File: config.mk
export PLATFORM = sky130hd
export DESIGN_NAME = pelco_dp_frame_receiver
export DESIGN_NICKNAME = d
export VERILOG_FILES = /design/src/sv/pfr_pkg.sv /design/src/sv/pelco_dp_frame_receiver.sv
export SDC_FILE = /design/constraint.sdc
export NUM_CORES = 1
export LEC_CHECK = 0
export BUFFER_PORTS_ARGS = -buffer_cell sky130_fd_sc_hd__buf_2
export CORE_ASPECT_RATIO = 1.2
export CORE_UTILIZATION = 45
export CTS_CLUSTER_DIAMETER = 200
export DETAILED_ROUTE_END_ITERATION = 10
export PLACE_DENSITY = 0.67
export SLEW_MARGIN = 10
export SYNTH_ARGS = -nofsm -noshare
export SYNTH_HDL_FRONTEND = slang
export SYNTH_SLANG_ARGS = --single-unit
File: constraint.sdc
create_clock -name clk_i -period 6.67 [get_ports clk_i]
set_clock_uncertainty 0.15 [all_clocks]
set_input_delay 1.334 -clock clk_i [delete_from_list [all_inputs] [get_ports clk_i]]
set_output_delay 1.334 -clock clk_i [all_outputs]
set_load 0.005 [all_outputs]
File: src/sv/pfr_pkg.sv
// shared types and constants for the pelco-d / pelco-p receive framer
package pfr_pkg;

  localparam int D_FRAME_LEN     = 7;
  localparam int P_FRAME_LEN     = 8;
  localparam int MAX_FRAME_BYTES = 16;
  localparam int STORE_DEPTH     = 8;
  localparam int STORE_IDX_W     = $clog2(STORE_DEPTH);
  localparam int CNT_W           = 7;

  localparam int BYTE_W      = 8;
  localparam int WORD_W      = 16;
  localparam int CFG_IDX_W   = 2;
  localparam int CFG_DATA_W  = 8;
  localparam int KIND_W      = 2;
  localparam int OUT_FIELD_W = 2 * WORD_W + 4;
  localparam int OUT_TDATA_W = ((OUT_FIELD_W + 7) / 8) * 8;

  localparam logic [CFG_IDX_W-1:0] REG_DEVICE_ADDRESS = 2'd0;
  localparam logic [CFG_IDX_W-1:0] REG_D_SYNC_BYTE    = 2'd1;
  localparam logic [CFG_IDX_W-1:0] REG_P_SYNC_BYTE    = 2'd2;

  localparam logic [BYTE_W-1:0] DEVICE_ADDRESS_RST = 8'h01;
  localparam logic [BYTE_W-1:0] D_SYNC_BYTE_RST    = 8'hFF;
  localparam logic [BYTE_W-1:0] P_SYNC_BYTE_RST    = 8'hA0;

  typedef enum logic [KIND_W-1:0] {
    KIND_D    = 2'd0,
    KIND_P    = 2'd1,
    KIND_NONE = 2'd2
  } frame_kind_e;

  typedef struct packed {
    frame_kind_e       frame_kind;
    logic              check_ok;
    logic              addr_match;
    logic [WORD_W-1:0] command_word;
    logic [WORD_W-1:0] data_word;
    logic              stop_request;
    logic              frame_accepted;
  } result_t;

endpackage

File: src/sv/pelco_dp_frame_receiver.sv
// pelco-d / pelco-p receive framer top level
//
// One received byte is taken per cycle on the slave stream while tready is
// high. A byte equal to the configured D or P sync byte restarts a frame of
// that kind (D wins when both match). A frame closes after 7 bytes (D), 8
// bytes (P), or at 16 bytes with no sync seen (reported as kind none, never
// accepted), and its result is registered into the output or skid register.
// The checksum, address compare and word fields are computed from the byte
// store plus the incoming byte in a single pass, so the sustained rate is one
// byte per cycle while tready is high. An output register backed by one skid
// register lets bytes keep flowing while a result waits; tready drops only
// when both hold an untaken result. Configuration writes take effect on the
// next cycle and are meant to happen while the block is idle.
module pelco_dp_frame_receiver (
  input  logic                               clk_i,
  input  logic                               rst_ni,
  input  logic                               cfg_we_i,
  input  logic [pfr_pkg::CFG_IDX_W-1:0]      cfg_index_i,
  input  logic [pfr_pkg::CFG_DATA_W-1:0]     cfg_wdata_i,
  input  logic                               s_axis_tvalid_i,
  output logic                               s_axis_tready_o,
  // rx_byte [7:0]
  input  logic [pfr_pkg::BYTE_W-1:0]         s_axis_tdata_i,
  output logic                               m_axis_tvalid_o,
  input  logic                               m_axis_tready_i,
  // check_ok [0], addr_match [1], command_word [17:2], data_word [33:18],
  // stop_request [34], frame_accepted [35], zero [39:36]
  output logic [pfr_pkg::OUT_TDATA_W-1:0]    m_axis_tdata_o,
  // frame_kind [1:0]
  output logic [pfr_pkg::KIND_W-1:0]         m_axis_tuser_o
);

  logic [pfr_pkg::BYTE_W-1:0] dev_addr_q, d_sync_q, p_sync_q;

  logic [pfr_pkg::CNT_W-1:0] cnt_q, cnt_base, cnt_d;
  pfr_pkg::frame_kind_e      kind_q, kind_cur, kind_d;
  logic [pfr_pkg::BYTE_W-1:0] store_q [pfr_pkg::STORE_DEPTH];
  logic [pfr_pkg::BYTE_W-1:0] store_d [pfr_pkg::STORE_DEPTH];

  pfr_pkg::result_t out_q, skid_q, res;
  logic             out_valid_q, skid_valid_q;

  logic accept, pop, push, done, hit_d, hit_p, ok;
  logic [pfr_pkg::BYTE_W-1:0] sum_d, xor_p;

  assign s_axis_tready_o = !skid_valid_q;
  assign accept          = s_axis_tvalid_i && s_axis_tready_o;
  assign pop             = out_valid_q && m_axis_tready_i;
  assign push            = accept && done;

  // config writes
  always_ff @(posedge clk_i or negedge rst_ni) begin
    if (!rst_ni) begin
      dev_addr_q <= pfr_pkg::DEVICE_ADDRESS_RST;
      d_sync_q   <= pfr_pkg::D_SYNC_BYTE_RST;
      p_sync_q   <= pfr_pkg::P_SYNC_BYTE_RST;
    end else if (cfg_we_i) begin
      case (cfg_index_i)
        pfr_pkg::REG_DEVICE_ADDRESS: dev_addr_q <= cfg_wdata_i;
        pfr_pkg::REG_D_SYNC_BYTE:    d_sync_q   <= cfg_wdata_i;
        pfr_pkg::REG_P_SYNC_BYTE:    p_sync_q   <= cfg_wdata_i;
        default: ;
      endcase
    end
  end

  // framing and result
  always_comb begin
    hit_d    = (s_axis_tdata_i == d_sync_q);
    hit_p    = !hit_d && (s_axis_tdata_i == p_sync_q);
    cnt_base = (hit_d || hit_p) ? '0 : cnt_q;
    kind_cur = hit_d ? pfr_pkg::KIND_D : (hit_p ? pfr_pkg::KIND_P : kind_q);

    for (int i = 0; i < pfr_pkg::STORE_DEPTH; i++) begin
      store_d[i] = store_q[i];
    end
    if (cnt_base < pfr_pkg::CNT_W'(pfr_pkg::STORE_DEPTH)) begin
      store_d[cnt_base[pfr_pkg::STORE_IDX_W-1:0]] = s_axis_tdata_i;
    end
    cnt_d = cnt_base + pfr_pkg::CNT_W'(1);

    done = (kind_cur == pfr_pkg::KIND_D && cnt_d == pfr_pkg::CNT_W'(pfr_pkg::D_FRAME_LEN)) ||
           (kind_cur == pfr_pkg::KIND_P && cnt_d == pfr_pkg::CNT_W'(pfr_pkg::P_FRAME_LEN)) ||
           (cnt_d >= pfr_pkg::CNT_W'(pfr_pkg::MAX_FRAME_BYTES));
    kind_d = done ? pfr_pkg::KIND_NONE : kind_cur;

    sum_d = '0;
    for (int i = 1; i < pfr_pkg::D_FRAME_LEN - 1; i++) begin
      sum_d = sum_d + store_d[i];
    end
    xor_p = '0;
    for (int i = 0; i < pfr_pkg::P_FRAME_LEN - 1; i++) begin
      xor_p = xor_p ^ store_d[i];
    end

    case (kind_cur)
      pfr_pkg::KIND_D: ok = (store_d[pfr_pkg::D_FRAME_LEN - 1] == sum_d);
      pfr_pkg::KIND_P: ok = (store_d[pfr_pkg::P_FRAME_LEN - 1] == xor_p);
      default:         ok = 1'b0;
    endcase

    res.frame_kind     = kind_cur;
    res.check_ok       = ok;
    res.addr_match     = (store_d[1] == dev_addr_q);
    res.command_word   = {store_d[2], store_d[3]};
    res.data_word      = {store_d[4], store_d[5]};
    res.stop_request   = (res.command_word == '0) && (res.data_word == '0);
    res.frame_accepted = (kind_cur != pfr_pkg::KIND_NONE) && ok && res.addr_match;
  end

  always_ff @(posedge clk_i or negedge rst_ni) begin
    if (!rst_ni) begin
      cnt_q  <= '0;
      kind_q <= pfr_pkg::KIND_NONE;
    end else if (accept) begin
      cnt_q  <= done ? '0 : cnt_d;
      kind_q <= kind_d;
    end
  end

  always_ff @(posedge clk_i) begin
    if (accept) begin
      store_q <= store_d;
    end
  end

  // output register with one skid entry
  always_ff @(posedge clk_i or negedge rst_ni) begin
    if (!rst_ni) begin
      out_valid_q  <= 1'b0;
      skid_valid_q <= 1'b0;
    end else if (skid_valid_q) begin
      if (pop) begin
        out_valid_q  <= 1'b1;
        skid_valid_q <= 1'b0;
      end
    end else if (push) begin
      if (!out_valid_q || pop) begin
        out_valid_q <= 1'b1;
      end else begin
        skid_valid_q <= 1'b1;
      end
    end else if (pop) begin
      out_valid_q <= 1'b0;
    end
  end

  always_ff @(posedge clk_i) begin
    if (skid_valid_q) begin
      if (pop) begin
        out_q <= skid_q;
      end
    end else if (push) begin
      if (!out_valid_q || pop) begin
        out_q <= res;
      end else begin
        skid_q <= res;
      end
    end
  end

  assign m_axis_tvalid_o = out_valid_q;
  assign m_axis_tuser_o  = out_q.frame_kind;
  assign m_axis_tdata_o  = {
    (pfr_pkg::OUT_TDATA_W - pfr_pkg::OUT_FIELD_W)'(0),
    out_q.frame_accepted,
    out_q.stop_request,
    out_q.data_word,
    out_q.command_word,
    out_q.addr_match,
    out_q.check_ok
  };

endmodule

======== Word-level counts from Yosys, hierarchy flattened ========
Index checks and enable logic that the tools add are counted.
Widths: inputs -> output; s select.
word-level totals
  logic and storage cells ................. 113
  memories ................................ 0
  bits in read-only memories .............. 0
  memory bits (writable) .................. 0
  output and inout bits ................... 44
  bits in latches ......................... 0
  bits of input ports ..................... 23
  register bits after elaboration ......... 175
cells by class
  eq/ne operators ......................... 13
  multiply operators ...................... 0
  reduce and logical (&&, ||, !) cells .... 30
  order comparisons ....................... 4
  bitwise logic cells ..................... 9
  mux-type cells .......................... 23
  div/mod/pow operators ................... 0
  shift operators ......................... 0
  $add $sub $neg .......................... 5
operators with widths
  kind                 count
  $mux 38              4
  $bwmux 64            1
  $mux 64              1
  $xor 8x8->8          6
  $eq 8x8->1           5
  $add 8x8->8          4
  $logic_not 16->1     2
  $demux 8 s3          1
  $mux 7               2
  $logic_and 1x1->1    10
  $mux 1               9
  $reduce_and 3->1     3
  $mux 8               1
  $add 7x1->7 const B  1
  $eq 7x3->1 const B   1
  $eq 7x4->1 const B   1
  $ge 7x5->1 const B   1
  $lt 7x4->1 const B   1
  $mux 2               3
  $reduce_and 2->1     3
  $reduce_bool 2->1    3
  $eq 2x1->1 const B   2
  $ge 4x4->1 const B   1
  $logic_not 2->1      2
  10 further kinds     16

======== Depth between registers and ports, before layout ========
  depth in word-level cells ............... 25
  gate-level depth with buffers ........... 26
  mapped depth without buffers ............ 23

======== Worst setup path before layout ========
No wires, ideal clock.
  kind .................................... input-to-reg
  start point ............................. input s_axis_tdata_i[4] (netlist name)
  end point ............................... register skid_q[0] (netlist name), enable pin
  path slack .............................. -701 ps
  library setup time ...................... 489 ps
  cell stages on the path ................. 16
  required time ........................... 6031 ps
  path buffers ............................ 3
  arrival ................................. 6732 ps
  path through ............................ buf_2 xor2_1 nor4_1 and2_1 buf_2 nor2_1 nand2_1 inv_1 ha_1 clkbuf_1 a31oi_1 mux2i_1 nor3_1 o221ai_1 nand2_1 nor3b_1
on the way
  word-level cells in the longest chain between the ends .. 12
  elaborated cells on any way between the ends .. 20
  classes of those cells .................. add/sub (1); order compare (1); eq/ne (5); mux (3); reduce/logical (10)
ends and longest elaborated chain
  element                                              RTL line                        text
  start, declared                                      pelco_dp_frame_receiver.sv:23   input logic [pfr_pkg::BYTE_W-1:0] s_axis_tdata_i,
  branches (longest 9 deep; another with $add 7x1->7)  -
  $logic_or 1x1->1 *                                   pelco_dp_frame_receiver.sv:83   (kind_cur == pfr_pkg::KIND_P && cnt_d == pfr_pkg::CNT_W'(pfr_pkg::P_FRAME_LEN)) ||
  $logic_and 1x1->1 *                                  pelco_dp_frame_receiver.sv:49   assign push = accept && done;
  $reduce_and 3->1 (no source line) *                  -
  end signal, assigned                                 pelco_dp_frame_receiver.sv:157  skid_q <= res;
  end, declared                                        pelco_dp_frame_receiver.sv:40   pfr_pkg::result_t out_q, skid_q, res;
Mark *: on every way between the ends.
A chain may end at the register's enable or synchronous reset.

==> results.ini <==
[timing]
fin_crit_ns=6.42
relSlewSlack_pct=25.8
worst_slack_ns=0.254
finalSetupViolCount=0
fin_hold_ws_ns=0.333
period_share_pct=96.2
maxSlewViolCount=0
hold_violations=0
rsz0062_at_grt=false
worstMarginPinSlew_ns=1.11
max_freq_mhz=156

[setup_path]
crit_path_frequent_cell=fa_1
crit_path_max_fanout=4
startpoint_type=primary input
cpPeakStageDelay_ns=0.49
rr_endpoint=m_axis_tdata_o[35]
reg2reg_slack_ns=0.44
crit_chain=buf_2, xor2_1, nor4_1, buf_4, and2_1, buf_4, nor3_4, mux2_2, inv_1, fa_1, inv_1, fa_1, fa_1, ha_1, fa_1, a21o_1, a21oi_2, o21bai_1, a21oi_2, xnor2_1, xnor2_1, nor4b_4, a41oi_2, o31ai_2
required_ns=6.79
critical_path_class=primary input to flop
cp.arrival_ns=6.53
cp_slowest_cell=fa_1
r2r_cells=22
startpoint=s_axis_tdata_i[5]
r2r_start=cnt_q[3]
crit_path_end_kind=flop

[worst_hold_path]
hp-start=kind_q[1]
hold_path.class=flop to flop
hold_depth=2
hold-path-endpoint=kind_q[1]

[global_route]
grt_max_degree=69
grt_pass1_vias=6548
grt_overflow=0
grt_antenna_before_repair=0
grt_pass1_wl_um=37400
grt.total_usage_pct=22.6

[clock_tree]
clk_path_buf_depth=2
path_clk_slew_ns=0.07
postCtsHoldBufs=0
post_cts_buffers=0
clkSinkCount=175
cts_max_level=4
insertion_delay_ns=0.44
cts_root_buf=clkbuf_16
cts_buffers=17
cts-resized-gates=0
tritoncts=yes

[detailed_routing]
wirelength_um=23700
routedWlPerCell_um=19.5
vias=6638
dr.pass1.iters=5
dr.first_iter.drc_count=609
drcViolationCount=0
vias_per_cell=5.46
detail-route-antenna-nets=0

[die]
rows=59
initial_core_util_pct=45.7
core_um2=21600
fp.dieH_um=164
die_area_um2=22600
die_w_um=137
io_pins=67

[synthesis]
syn_area_per_cell_um2=12.2
synth-edff-count=140
syn_inst=811
yosys_warnings=0
synth-seq-cells=175
async_flop_share_pct=20.0
synth_ff_type=edfxtp_1
syn-cell-area_um2=9880
synth_cell_type_count=67
synth-seq-area-share_pct=51.6

[cells_and_area]
n_fill_cell=1851
multi_input_area_um2=4420
final_cells=1215
num_antenna_cells=0
final_cell_mix=140 x edfxtp_1, 92 x mux2_2, 76 x buf_4, 71 x nand2_1, 62 x buf_2
area_growth_pct=17.6
final_nets=981
layout-drive-gt1-share_pct=32.5
postLayoutCoreUtil_pct=53.7
layout_commonest_cell=edfxtp_1
layout.area.seq_um2=5090

[power_and_ir_drop]
switchingPower_uw=2390
p_per_area_nw_per_um2=526
finalPower_uw=6110
vdd_ir_drop_max_uv=472
comb_power_share_pct=57.9
seqPwrFrac_pct=25.3
leakage_uw=0.00462
swShare_pct=39.2
clkPwrFrac_pct=16.8
p_int_uw=3710

[placed_design]
post-place-cells=1183
port_buffers=62
preCtsSetupSlack_ns=-0.311
place_hpwl_um=17100
place_congestion=0.900

[outcome]
status=finished, final reports clean

[flow_run]
drv_cap=0

[state kept, by name, summed over array words and instances, names as in the netlist]
register and count:
cnt_q 7, d_sync_q 8, dev_addr_q 8, kind_q 2
m_axis_tdata_o 36, m_axis_tuser_o 2, m_axis_tvalid_o 1, p_sync_q 8
skid_q 38, skid_valid_q 1, store_q 64
[area by class of cell]
type | instances | area share, %
repair buffers | 140 | 7.93
multi-input cells | 537 | 38.1
inverters | 57 | 1.84
clock inverters | 15 | 1.68
well taps | 274 | 2.95
flip-flops and latches | 175 | 43.9
clock buffers | 17 | 3.66
[Yosys cell counts, types with 11 or more instances]
cell type	count	share of area [%]
edfxtp_1	140	43
mux2_2	92	10
nand2_1	71	2.7
inv_1	56	2.1
xnor2_1	55	4.9
xor2_1	42	3.7
nor2_1	35	1.3
clkbuf_1	27	1.0
dfrtp_1	23	5.8
fa_1	20	4.1
o21ai_0	19	0.96
a21oi_1	14	0.71
nor3_1	13	0.66
nor4_1	13	0.82
dfstp_2	12	3.2
mux2i_1	12	1.2
o22ai_1	12	0.76
nand3_1	11	0.56
[worst max-delay path, delay by kind of cell]
kind / cells / cell delay, ns
fa+ha+maj: 5 / 1.97
mux: 1 / 0.38
simple gates: 4 / 0.89
xor+xnor: 3 / 0.45
compound gates: 6 / 0.90
buf+inv: 5 / 0.60
[metal layers]
metal | track usage [%] | routed length [µm]
met1 | 29.6 | 10200
met2 | 37.4 | 11700
met3 | 3.58 | 1150
met4 | 8.74 | 638
met5 | 0 | 0
[power groups by stage]
stage                     sequential, µW  combinational, µW  clock, µW
final                               1540               3540       1030
after global routing                1560               3910       1090
after CTS                           1540               3440       1050
after detailed placement            1560               3410          0
after global placement              1560               3340          0
after floorplan                     1530               2560          0
[stage by stage]
step | TNS [ns] | instance area (µm²)
after floorplan | 0 | 9920
after global placement | -0.295 | 11000
after detailed placement | -0.715 | 11000
after CTS | 0 | 11600
after global routing | 0 | 11600
final | 0 | 11600
[worst max path at each step]
stage / to / slack (ns) / cells after the start
finish: m_axis_tdata_o[35] / 0.25 / 24
global route: m_axis_tdata_o[35] / 0.02 / 25
CTS: m_axis_tdata_o[35] / 0.16 / 24
detailed placement: m_axis_tdata_o[35] / -0.31 / 24
global placement: m_axis_tdata_o[35] / -0.16 / 24
floorplan: m_axis_tdata_o[35] / 0.02 / 25
[cells by family after synthesis]
logic type               count (synthesis)  synth area share [%]
adder cells (fa/ha/maj)                 30                  5.32
XOR/XNOR                               100                  9.22
multiplexers                           110                  12.4
AND/OR/NAND/NOR                        193                  9.98
other                                    1                0.0380
AO/OA/AOI/OAI                          100                  7.00
buffers and inverters                  102                  4.46
flip-flops                             175                  51.6
Power figures use the tool's default switching activity.
